### config.mk
export PLATFORM = sky130hd
export DESIGN_NAME = quoted_command_line_tokenizer
export DESIGN_NICKNAME = d
export VERILOG_FILES = /design/src/sv/qclt_pkg.sv /design/src/sv/quoted_command_line_tokenizer.sv
export VERILOG_INCLUDE_DIRS = /design/src /design/src/sv
export SDC_FILE = /design/constraint.sdc
export NUM_CORES = 1
export LEC_CHECK = 0
export BUFFER_PORTS_ARGS = -buffer_cell sky130_fd_sc_hd__buf_2
export CAP_MARGIN = 30
export CORE_ASPECT_RATIO = 0.8
export CORE_MARGIN = 3
export CORE_UTILIZATION = 40
export CTS_CLUSTER_SIZE = 16
export DETAILED_ROUTE_END_ITERATION = 16
export GPL_ROUTABILITY_DRIVEN = 0
export HOLD_SLACK_MARGIN = 0.05
export PLACE_DENSITY_LB_ADDON = 0.3
export SLEW_MARGIN = 10
export SYNTH_ARGS = -nofsm -noshare
export SYNTH_HDL_FRONTEND = slang
export SYNTH_SLANG_ARGS = --single-unit
### constraint.sdc
create_clock -name clock -period 6.2 [get_ports clock]
set_clock_uncertainty 0.05 [all_clocks]
set_input_delay 0 -clock clock [delete_from_list [all_inputs] [get_ports clock]]
set_output_delay 0 -clock clock [all_outputs]
set_load 0.005 [all_outputs]
### src/sv/quoted_command_line_tokenizer_macros.svh
// ----------------------------------------------------------------------------
// Quoted command line tokenizer: assertion macros
// Shared concurrent assertion forms, clocked and reset-qualified.
// ----------------------------------------------------------------------------
`ifndef QUOTED_COMMAND_LINE_TOKENIZER_MACROS_SVH
`define QUOTED_COMMAND_LINE_TOKENIZER_MACROS_SVH

// same-cycle implication
`define QCLT_ASSERT_SAME(label, clk, rst, ante, cons) \
   label: assert property (@(posedge clk) disable iff (rst) (ante) |-> (cons)) \
      else $error("qclt: same-cycle check failed");

// next-cycle implication
`define QCLT_ASSERT_NEXT(label, clk, rst, ante, cons) \
   label: assert property (@(posedge clk) disable iff (rst) (ante) |=> (cons)) \
      else $error("qclt: next-cycle check failed");

`endif

### src/sv/qclt_pkg.sv
// ----------------------------------------------------------------------------
// Quoted command line tokenizer: package
// Beat types, state and error codes, character constants and helpers.
// ----------------------------------------------------------------------------
package qclt_pkg;

   localparam logic [7:0] CH_BACKSLASH = 8'h5C;
   localparam logic [7:0] CH_SPACE     = 8'h20;
   localparam logic [7:0] CH_TAB       = 8'h09;
   localparam logic [7:0] CH_SQUOTE    = 8'h27;
   localparam logic [7:0] CH_DQUOTE    = 8'h22;
   localparam logic [7:0] CH_N         = 8'h6E;
   localparam logic [7:0] CH_NEWLINE   = 8'h0A;

   typedef enum logic [1:0] {
      PH_IDLE  = 2'd0,
      PH_TOKEN = 2'd1,
      PH_SKIP  = 2'd2
   } phase_type;

   typedef enum logic [1:0] {
      Q_NONE   = 2'd0,
      Q_SINGLE = 2'd1,
      Q_DOUBLE = 2'd2
   } quote_type;

   typedef enum logic [1:0] {
      ERR_NONE       = 2'd0,
      ERR_ESC_AT_END = 2'd1,
      ERR_BAD_ESC    = 2'd2,
      ERR_OPEN_QUOTE = 2'd3
   } err_type;

   typedef struct packed {
      logic [7:0] in_byte;
      logic       line_last;
   } req_type;

   typedef struct packed {
      logic [7:0] tok_byte;
      logic       byte_valid;
      logic       token_done;
      logic [1:0] error_kind;
   } rsp_type;

   function automatic logic is_sep(input logic [7:0] c);
      return (c == CH_SPACE) || (c == CH_TAB);
   endfunction

   function automatic logic is_quote_char(input logic [7:0] c);
      return (c == CH_SQUOTE) || (c == CH_DQUOTE);
   endfunction

   function automatic quote_type quote_kind(input logic [7:0] c);
      return (c == CH_SQUOTE) ? Q_SINGLE : Q_DOUBLE;
   endfunction

endpackage

### src/sv/quoted_command_line_tokenizer.sv
// ----------------------------------------------------------------------------
// Quoted command line tokenizer
// Shell-style word splitting of a byte stream into token bytes and marks.
// ----------------------------------------------------------------------------
// Takes one command line byte per beat and returns at most one result beat
// per byte through a registered output. A new byte is accepted every cycle
// while req_stall is low. The result register is backed by a one-beat skid
// stage, so req_stall rises only when the output has been stalled with a
// further result already pending.
// ----------------------------------------------------------------------------
`include "quoted_command_line_tokenizer_macros.svh"

module quoted_command_line_tokenizer import qclt_pkg::*; (
   input  logic    clock,
   input  logic    reset,
   input  logic    req_valid,
   output logic    req_stall,
   input  req_type req_data,
   output logic    rsp_valid,
   input  logic    rsp_stall,
   output rsp_type rsp_data
);

   phase_type phase_ff, phase_in;
   quote_type quote_ff, quote_in;
   logic      esc_ff, esc_in;
   logic      has_ff, has_in;

   rsp_type   out_ff, skid_ff, res;
   logic      out_valid_ff, skid_valid_ff;
   logic      res_valid;
   logic      accept;

   logic      emit, done, last;
   logic [7:0] c, byte_val;
   err_type   err;

   assign accept    = req_valid && !req_stall;
   assign req_stall = skid_valid_ff;
   assign rsp_valid = out_valid_ff;
   assign rsp_data  = out_ff;

   always_comb begin
      c        = req_data.in_byte;
      last     = req_data.line_last;
      phase_in = phase_ff;
      quote_in = quote_ff;
      esc_in   = esc_ff;
      has_in   = has_ff;
      emit     = 1'b0;
      done     = 1'b0;
      byte_val = 8'h00;
      err      = ERR_NONE;
      res      = '0;
      res_valid = 1'b0;

      unique case (phase_ff)
         PH_IDLE, PH_TOKEN: begin
            priority if (esc_ff) begin
               esc_in = 1'b0;
               if (c == CH_N) begin
                  byte_val = CH_NEWLINE;
                  emit     = 1'b1;
               end else if (is_quote_char(c) || is_sep(c) || c == CH_BACKSLASH) begin
                  byte_val = c;
                  emit     = 1'b1;
               end else begin
                  err = ERR_BAD_ESC;
               end
               if (emit) begin
                  has_in   = 1'b1;
                  phase_in = PH_TOKEN;
               end
            end else if (c == CH_BACKSLASH) begin
               esc_in   = 1'b1;
               phase_in = PH_TOKEN;
               if (last) err = ERR_ESC_AT_END;
            end else if (is_sep(c)) begin
               if (quote_ff != Q_NONE) begin
                  byte_val = c;
                  emit     = 1'b1;
                  has_in   = 1'b1;
               end else if (phase_ff == PH_TOKEN) begin
                  done     = 1'b1;
                  phase_in = PH_IDLE;
                  has_in   = 1'b0;
               end
            end else if (is_quote_char(c)) begin
               if (quote_ff == Q_NONE) begin
                  quote_in = quote_kind(c);
                  phase_in = PH_TOKEN;
               end else if (quote_ff == quote_kind(c)) begin
                  quote_in = Q_NONE;
               end else begin
                  byte_val = c;
                  emit     = 1'b1;
                  has_in   = 1'b1;
               end
            end else begin
               byte_val = c;
               emit     = 1'b1;
               has_in   = 1'b1;
               phase_in = PH_TOKEN;
            end

            if (last && err == ERR_NONE) begin
               if (quote_in != Q_NONE) err = ERR_OPEN_QUOTE;
               else if (phase_in == PH_TOKEN && has_in) done = 1'b1;
            end

            if (err != ERR_NONE) begin
               phase_in       = last ? PH_IDLE : PH_SKIP;
               quote_in       = Q_NONE;
               esc_in         = 1'b0;
               has_in         = 1'b0;
               res.error_kind = err;
               res_valid      = 1'b1;
            end else begin
               if (last) begin
                  phase_in = PH_IDLE;
                  quote_in = Q_NONE;
                  esc_in   = 1'b0;
                  has_in   = 1'b0;
               end
               res.tok_byte   = emit ? byte_val : 8'h00;
               res.byte_valid = emit;
               res.token_done = done;
               res_valid      = emit || done;
            end
         end
         default: begin
            if (last) begin
               phase_in = PH_IDLE;
               quote_in = Q_NONE;
               esc_in   = 1'b0;
               has_in   = 1'b0;
            end
         end
      endcase
   end

   always_ff @(posedge clock) begin
      if (reset) begin
         phase_ff <= PH_IDLE;
         quote_ff <= Q_NONE;
         esc_ff   <= 1'b0;
         has_ff   <= 1'b0;
      end else if (accept) begin
         phase_ff <= phase_in;
         quote_ff <= quote_in;
         esc_ff   <= esc_in;
         has_ff   <= has_in;
      end
   end

   // output register with one-beat skid
   always_ff @(posedge clock) begin
      if (reset) begin
         out_valid_ff  <= 1'b0;
         skid_valid_ff <= 1'b0;
      end else if (!out_valid_ff || !rsp_stall) begin
         out_valid_ff  <= skid_valid_ff || (accept && res_valid);
         skid_valid_ff <= 1'b0;
      end else if (accept && res_valid) begin
         skid_valid_ff <= 1'b1;
      end
   end

   always_ff @(posedge clock) begin
      if (!out_valid_ff || !rsp_stall) begin
         out_ff <= skid_valid_ff ? skid_ff : res;
      end else if (accept && res_valid) begin
         skid_ff <= res;
      end
   end

   `QCLT_ASSERT_SAME(a_skid_implies_out, clock, reset, skid_valid_ff, out_valid_ff)
   `QCLT_ASSERT_SAME(a_err_beat_clean, clock, reset,
      out_valid_ff && out_ff.error_kind != ERR_NONE,
      !out_ff.byte_valid && !out_ff.token_done && out_ff.tok_byte == 8'h00)
   `QCLT_ASSERT_SAME(a_byte_zero_when_unused, clock, reset,
      out_valid_ff && !out_ff.byte_valid, out_ff.tok_byte == 8'h00)
   `QCLT_ASSERT_NEXT(a_line_end_clears, clock, reset, accept && req_data.line_last,
      phase_ff == PH_IDLE && quote_ff == Q_NONE && !esc_ff && !has_ff)
   `QCLT_ASSERT_SAME(a_skip_is_clean, clock, reset, phase_ff == PH_SKIP,
      quote_ff == Q_NONE && !esc_ff && !has_ff)

endmodule

; After elaboration in Yosys (flattened, before gate mapping)
; Index checks and enable logic that the tools add are counted.
[totals]
ff_bits = 32
output_inout_bits = 14
[op_classes]
n_eq_ne = 9
reduce_logical = 25
n_mux = 90
bitwise_logic = 1
[op_table]
columns = operator, count
row1 = $mux 8, 10
row2 = $mux 2, 33
row3 = $mux 1, 44
row4 = $eq 8x6->1 const B, 3
row5 = $mux 12, 2
row6 = $eq 8x7->1 const B, 2
row7 = $mux 10, 1
row8 = $eq 8x4->1 const B, 1
row9 = $reduce_bool 2->1, 4
row10 = $logic_or 1x1->1, 7
row11 = $logic_not 2->1, 3
row12 = $eq 2x1->1 const B, 2
row13 = $logic_and 1x1->1, 4
row14 = $reduce_and 2->1, 2
row15 = $reduce_or 2->1, 2
row16 = $logic_not 1->1, 3
row17 = $eq 2x2->1, 1
row18 = $not 1->1, 1

; Longest topological paths before layout
; Gate-level depths: netlist (run 1).
[logic_depth]
ltp_word = 22
ltp_mapped = 9
ltp_nobuf = 6

; Worst setup path before layout (run 1)
; Ideal clock, no wire load.
[synth_path]
kind = flip-flop to flip-flop
startpoint = register quote_ff[1]
endpoint = register skid_ff[0] in the netlist's numbering, enable pin
t_arrival_ps = 2352
n_path_buf = 0
synth_period_minus_slack_ps = 2799
t_required_ps = 5754
path_stages_with_launch = 7
setup_slack_ps = 3401
path_cell_list = dfxtp_1 -> and4b_1 -> and3_1 -> nor4_2 -> o211a_1 -> a211oi_2 -> nor3_1
[synth_via]
elab_chain_cells = 18
elab_cells_between_ends = 53
cone_classes = 2 x eq/ne / 43 x mux / 8 x reduce/logical
[synth_rtl]
columns = element, line
row1 = "start, declared", quoted_command_line_tokenizer.sv:25  ; quote_type quote_ff, quote_in;
row2 = "start signal, assigned", quoted_command_line_tokenizer.sv:150  ; quote_ff <= quote_in;
row3 = $logic_not 2->1 / $eq 2x2->1 (equally long branches), "quoted_command_line_tokenizer.sv:89, quoted_command_line_tokenizer.sv:92"
row4 = $mux 2 / $mux 1 (equally long branches), "quoted_command_line_tokenizer.sv:89, quoted_command_line_tokenizer.sv:92"
row5 = $mux 2 / $mux 1 (equally long branches), "quoted_command_line_tokenizer.sv:88, quoted_command_line_tokenizer.sv:89"
row6 = $mux 2 / $mux 1 (equally long branches), "quoted_command_line_tokenizer.sv:78, quoted_command_line_tokenizer.sv:88"
row7 = $mux 2 / $mux 1 (equally long branches), "quoted_command_line_tokenizer.sv:74, quoted_command_line_tokenizer.sv:78"
row8 = $mux 2 / $mux 1 (equally long branches), "quoted_command_line_tokenizer.sv:59, quoted_command_line_tokenizer.sv:74"
row9 = $mux 2 / $mux 1 (equally long branches), "quoted_command_line_tokenizer.sv:57, quoted_command_line_tokenizer.sv:59"
row10 = $eq 2x1->1 / $mux 1 (equally long branches), "quoted_command_line_tokenizer.sv:108, quoted_command_line_tokenizer.sv:57"
row11 = [2 not listed], n/a
row12 = $mux 1, quoted_command_line_tokenizer.sv:107  ; if (quote_in != Q_NONE) err = ERR_OPEN_QUOTE;
row13 = $mux 1, quoted_command_line_tokenizer.sv:106  ; if (last && err == ERR_NONE) begin
row14 = $mux 1, quoted_command_line_tokenizer.sv:57  ; unique case (phase_ff)
row15 = $logic_or 1x1->1, quoted_command_line_tokenizer.sv:128  ; res_valid = emit || done;
row16 = $mux 1 (*), quoted_command_line_tokenizer.sv:111  ; if (err != ERR_NONE) begin
row17 = $mux 1 (*), quoted_command_line_tokenizer.sv:57
row18 = $logic_and 1x1->1 (*), quoted_command_line_tokenizer.sv:172  ; end else if (accept && res_valid) begin
row19 = $reduce_and 2->1 (no line) (*), n/a
row20 = "end signal, assigned", quoted_command_line_tokenizer.sv:173  ; skid_ff <= res;
row21 = "end, declared", quoted_command_line_tokenizer.sv:29  ; rsp_type out_ff, skid_ff, res;
; Every way passes the cells marked *; elsewhere a longest branch is shown, timed or not. The select of a mux whose other input is x is not followed.
; A chain may end at the register's enable or synchronous reset.

; Worst setup path in the final report (run 1)
[layout_path]
startpoint = input req_data[5] in the netlist's numbering
endpoint = register skid_ff[3] in the netlist's numbering, enable pin
[layout_via]
elab_chain_cells = 22
elab_cells_between_ends = 70
cone_classes = 8 x eq/ne / 50 x mux / 12 x reduce/logical
[layout_rtl]
columns = element, line
row1 = "start, declared", quoted_command_line_tokenizer.sv:18  ; input req_type req_data,
row2 = "$eq 8x6->1, or another cell as far along", "qclt_pkg.sv:51, qclt_pkg.sv:55"
row3 = $logic_or 1x1->1 (on tied branches), "qclt_pkg.sv:51, qclt_pkg.sv:47"
row4 = $logic_or 1x1->1 (2 in series), quoted_command_line_tokenizer.sv:64  ; end else if (is_quote_char(c) || is_sep(c) || c == CH_BACKSLASH) begin
row5 = $mux 1, quoted_command_line_tokenizer.sv:64
row6 = $mux 1, quoted_command_line_tokenizer.sv:61  ; if (c == CH_N) begin
row7 = $mux 1, quoted_command_line_tokenizer.sv:59  ; priority if (esc_ff) begin
row8 = $mux 1, quoted_command_line_tokenizer.sv:57
row9 = $mux 2, quoted_command_line_tokenizer.sv:70  ; if (emit) begin
row10 = [5 not listed], n/a
row11 = $mux 1, quoted_command_line_tokenizer.sv:107
row12 = $mux 1, quoted_command_line_tokenizer.sv:106
row13 = $mux 1, quoted_command_line_tokenizer.sv:57
row14 = $logic_or 1x1->1, quoted_command_line_tokenizer.sv:128
row15 = $mux 1 (*), quoted_command_line_tokenizer.sv:111
row16 = $mux 1 (*), quoted_command_line_tokenizer.sv:57
row17 = $logic_and 1x1->1 (*), quoted_command_line_tokenizer.sv:172
row18 = $reduce_and 2->1 (no line) (*), n/a
; Marks and branches as above.

==> results of run 1 <==
## worst paths after layout
| check | slack (ns) | startpoint | depth (start not counted) | to |
|---|---|---|---|---|
| worst max register to register | 3.60 | esc_ff$_SDFFE_PP0P_ | 7 | skid_ff[3]$_DFFE_PP_ |
| worst max-delay path | 3.59 | req_data[5] | 9 | skid_ff[3]$_DFFE_PP_ |
| worst min register to register | 0.45 | phase_ff[0]$_SDFFE_PP0P_ | 2 | phase_ff[0]$_SDFFE_PP0P_ |
| worst min-delay path | 0.11 | req_data[4] | 2 | skid_ff[7]$_DFFE_PP_ |
## stage by stage
step           instance area [um^2]  worst slack (ns)  std cells    util  hold slack (ns)
6_report                       2185             3.593        263  0.5009           0.1117
5_1_grt                        2185             3.343        263  0.5009           0.1231
4_1_cts                        2175             3.632        262  0.4986          0.05059
3_5_place_dp                   2024             3.641        248  0.4641           0.2363
3_3_place_gp                   2024             3.730        248  0.4641           0.2288
2_1_floorplan                  1889             3.401        178       -          0.08258
## worst max-delay path, stage by stage
cell,delay (ns)
dlygate4sd3_1,0.54
buf_2,0.16
and4bb_1,0.42
a21oi_1,0.12
nor4_2,0.55
o211a_1,0.25
a211oi_2,0.05
nor3_1,0.19
buf_4,0.24
## metal layers
metal | track usage | vias up
met5 | 0 | -
met1 | 0.2086 | 710
met2 | 0.2270 | 53
met3 | 0.03780 | 8
li1 | - | 739
met4 | 0.07347 | 0
## cells by family (layout without fill, tap and decap cells)
| group | after synthesis | count (layout) | synth area share |
|---|---|---|---|
| AOI/OAI and AO/OA | 48 | 48 | 0.2040 |
| buffers and inverters | 20 | 48 | 0.05099 |
| DFF | 32 | 32 | 0.4662 |
| muxes | 2 | 2 | 0.01192 |
| and+or+nand+nor | 76 | 76 | 0.2669 |
## registers in the layout (all words and copies together) (netlist names)
register   cells
rsp_data      12
skid_ff       12
phase_ff       2
quote_ff       2
esc_ff         1
has_ff         1
req_stall      1
rsp_valid      1
## timing repair
action	4_1_cts	5_1_grt
hold buffers	6	1
buffers inserted	0	0
endpoints found under the hold margin	11	1
resized for setup	0	0
## Yosys cell counts, drive strengths merged (3+ instances only)
cell type | n | area share
buf | 8 | 0.027
nor3 | 9 | 0.038
nand2 | 9 | 0.018
and3 | 9 | 0.030
a211oi | 3 | 0.017
a31oi | 4 | 0.013
a21oi | 7 | 0.019
or2 | 4 | 0.015
o21ai | 7 | 0.025
edfxtp | 24 | 0.38
nor2b | 10 | 0.033
dfxtp | 8 | 0.085
nor4 | 4 | 0.020
nor2 | 10 | 0.021
nand2b | 3 | 0.0099
a32o | 6 | 0.032
clkbuf | 6 | 0.012
inv | 6 | 0.012
## area by class of cell
class	count	area, um^2	area share
Tap cell	57	71.32	0.03265
Timing Repair Buffer	34	207.7	0.09507
Inverter	6	22.52	0.01031
Sequential cell	32	880.8	0.4032
Multi-Input combinational cell	126	912.1	0.4175
Clock inverter	1	3.754	0.001718
Clock buffer	7	86.33	0.03952
## power breakdown
part | leakage (uW) | internal, uW | switching (uW)
sequential | 0.000303 | 242 | 3.97
clock | 0.0000459 | 88.8 | 76.8
combinational | 0.000484 | 24.7 | 28.3
==> metrics.cfg, run 1 <==
[outcome]
outcome=finished, final reports clean

[clock_tree]
root_buffer=clkbuf_8
cts_sinks=32
clk_latency_ns=0.29
cts_tree=done
cts.reportedPaths.clkPinSlew_ns=0.07
numCtsBuffers=5
clk_path_buf_depth=2
htreeDepth=2

[detailed_routing]
wire_per_inst_um=15.43
wirelength_um=4057
routed_via_density=5.741
vias=1510
drc=0
wl_met2_um=1771
drtIter0Drc=120
wl_met1_um=1963
firstDrtPassIters=4
wl_met3_um=254
highest_layer=met4
ant_nets=0

[synthesis]
synthArstFlopShare=0
synth_edf_count=24
syn-cell-area_mm2=0.001889
syn_avg_cell_area_um2=10.61
ys_ff_latch=32
synthFlopType=edfxtp_1
synth-seq-area-share=0.4662
synthCells=178
synth_warnings=0
yosysUniqueCellTypes=59
syn-num-nets=191

[power_and_ir_drop]
p_per_area_mw_per_mm2=212.7
leakagePower_uw=0.0008330
irDropWorstVdd_v=0.00009880
p_total_uw=464.6

[floorplanning]
die_x_um=82.84
coreArea_mm2=0.004362
start_util=0.4332
dieHeight_um=67.47
row_count=21
die_area_mm2=0.005589
io_pins=27

[grt]
grt_overflow_total=0
grt_pass1_vias=1393
grt_antenna_before_repair=0
grt_pass1_wl_um=6617
track_usage=0.1522
grt_max_degree=28

[timing]
rsz0062_at_grt=false
setup_viol_count_final=0
timing.final.crit_share=0.4206
hold_viol_final=0
finalSetupTns_ns=0
drv_slew=0
finalCriticalPeriod_ns=2.607
tightestPinTransition_ns=0.8807
fmax_ghz=0.3835
relSlewSlack=0.4121

[worst_setup_path]
cp_max_fo=12
startpoint_type=input port
crit_arrival_ns=2.54
crit_required_ns=6.13
worstSetupPathType=in -> reg
endpoint_kind=flop

[hold_path]
min_path_type=in -> reg

[layout]
final_common_cell=buf_2
drive_gt1_frac=0.2379
final_cell_mix=buf_2, edfxtp_1, nor2b_1
syn_to_final_growth_pct=15.63
num_antenna_cells=0
fillCellCount=403
fin_nets=218

[flow_run]
drv_cap=0

[placed_design]
io_buffers=26
hpwl_um=2748

Power figures use the tool's default switching activity.
==> run 2: changes to the inputs <==
- clock period: 6.2 -> 2.4 ns (I/O delays scaled with it)
==> run 2 against run 1 <==
  * Via count increased by 2.5%
  * Worst hold slack lost 0.046 ns
  * Die area is the same
  * Final cell count increased by 4.9%
  * Final area grew 6.9%
  * Count of clock-buffer cells in the layout decreased by 2
  * Routed wire length down 1.1%
  * Sequential power increased to 2.6 times the previous value
  * Sequential share of layout area decreased by 2.6 points
  * Critical endpoint is now skid_ff[1]$_DFFE_PP_
  * Largest cell class unchanged
==> metrics.cfg, run 2 (same netlist as run 1, synthesis figures left out) <==
[outcome]
outcome=finished, final reports clean

[floorplanning]
start_util=0.4332
io_pins=27
coreArea_mm2=0.004362
die_x_um=82.84
dieHeight_um=67.47
row_count=21
die_area_mm2=0.005589

[timing]
setup_ws_ns=0.1202
relSlewSlack=0.6829
setup_viol_count_final=0
timing.final.crit_share=0.9499
finalSetupTns_ns=0
drv_slew=0
hold_viol_final=0
tightestPinTransition_ns=0.4707
fmax_ghz=0.4386
finalCriticalPeriod_ns=2.280

[worst_setup_path]
crit_required_ns=2.34
r2r-end=skid_ff[1]$_DFFE_PP_
rrSetupSlack_ns=0.12
crit_arrival_ns=2.22
r2r_start=quote_ff[0]$_SDFFE_PP0P_
startpoint_type=flop
critPathLaunch=quote_ff[0]$_SDFFE_PP0P_
worstSetupPathType=reg -> reg
endpoint_kind=flop
critPathCapture=skid_ff[1]$_DFFE_PP_
cp_max_fo=12
reg2regPathDepth=8

[grt]
grt_antenna_before_repair=0
grt_pass1_wl_um=6755
grt_overflow_total=0
track_usage=0.1523
grt_pass1_vias=1426
grt_max_degree=27

[power_and_ir_drop]
p_total_uw=1273
p_per_area_mw_per_mm2=544.9
irDropWorstVdd_v=0.0003705
leakagePower_uw=0.0009202

[clock_tree]
cts_sinks=32
numCtsBuffers=5
root_buffer=clkbuf_8
htreeDepth=2
cts_tree=done
clk_path_buf_depth=2
clk_latency_ns=0.27
cts.reportedPaths.clkPinSlew_ns=0.07

[layout]
drive_gt1_frac=0.3014
final_cell_mix=buf_2, edfxtp_1, buf_4
fin_area_mm2=0.002336
syn_to_final_growth_pct=23.64
final_common_cell=buf_2
fin_nets=231
fillCellCount=406
num_antenna_cells=0

[hold_path]
min_path_type=in -> reg
hp-start=req_data[6]

[detailed_routing]
wirelength_um=4011
ant_nets=0
drtIter0Drc=131
routed_via_density=5.609
vias=1548
wire_per_inst_um=14.53
firstDrtPassIters=5
drc=0

[flow_run]
drv_cap=0

[placed_design]
dp_slack_ns=-0.06591
dpl_cell_area_mm2=0.002126
io_buffers=26
hpwl_um=2830

## run 2: cell count changes in the layout (fill, tap and decap cells not counted), sizes merged
cell         before  now
buf              27   42
clkinv            1    2
dlygate4sd3       7    5
bufinv            0    1
clkbuf            7    5
## run 2: metrics by stage
step	hold slack, ns	utilization	std cells
floorplan	0.08258	-	178
global placement	0.2177	0.4874	260
detailed placement	0.2270	0.4874	260
CTS	0.05863	0.5278	274
global route	0.06652	0.5356	276
finish	0.06535	0.5356	276
## run 2: metal layers
layer	wire, um	global-route usage	up-vias	share of wire
li1	-	-	765	-
met1	1843	0.2065	729	0.46
met2	1892	0.2400	49	0.47
met3	244	0.03902	5	0.061
met4	31	0.05102	0	0.0077
met5	0	0	-	0
## run 2: where the power goes
group / total, uW / switching, uW / internal, uW
clock network: 491 / 189 / 302
registers: 632 / 6.62 / 625
logic: 150 / 78.8 / 71.6
total: 1270 / 274 / 999
## run 2: what timing repair did
item,CTS,global route
pin swaps,1,2
buffers inserted,1,2
endpoints found under the hold margin,10,0
hold buffers,5,0
gates resized for setup,0,1
setup endpoints to repair,12,21
## run 2: how the worst min path moves through the flow
stage	end	slack [ns]	cells after the start
final	skid_ff[9]$_DFFE_PP_	0.07	2
after global routing	skid_ff[9]$_DFFE_PP_	0.07	2
after CTS	skid_ff[9]$_DFFE_PP_	0.06	2
after detailed placement	rsp_valid$_SDFFE_PP0P_	0.23	3
after global placement	req_stall$_SDFFE_PP0P_	0.22	3
after floorplan	req_stall$_SDFFE_PP0P_	0.08	2
## run 2: worst max-delay path, cell delays in order (launching register included)
cell and delay, ns:
dfxtp_1 0.37, or2_2 0.32, a21oi_1 0.16, nor4_2 0.07
buf_4 0.15, nor4_2 0.33, a211oi_2 0.16, nor3_4 0.23
buf_12 0.16
## run 2: final cells by class
class	instances	area, um^2	share of cell area
Clock inverter	3	37.54	0.01607
Sequential cell	32	880.8	0.3771
Clock buffer	5	68.82	0.02946
Inverter	6	22.52	0.009641
Tap cell	57	71.32	0.03053
Timing Repair Buffer	47	325.3	0.1393
Multi-Input combinational cell	126	929.6	0.3980
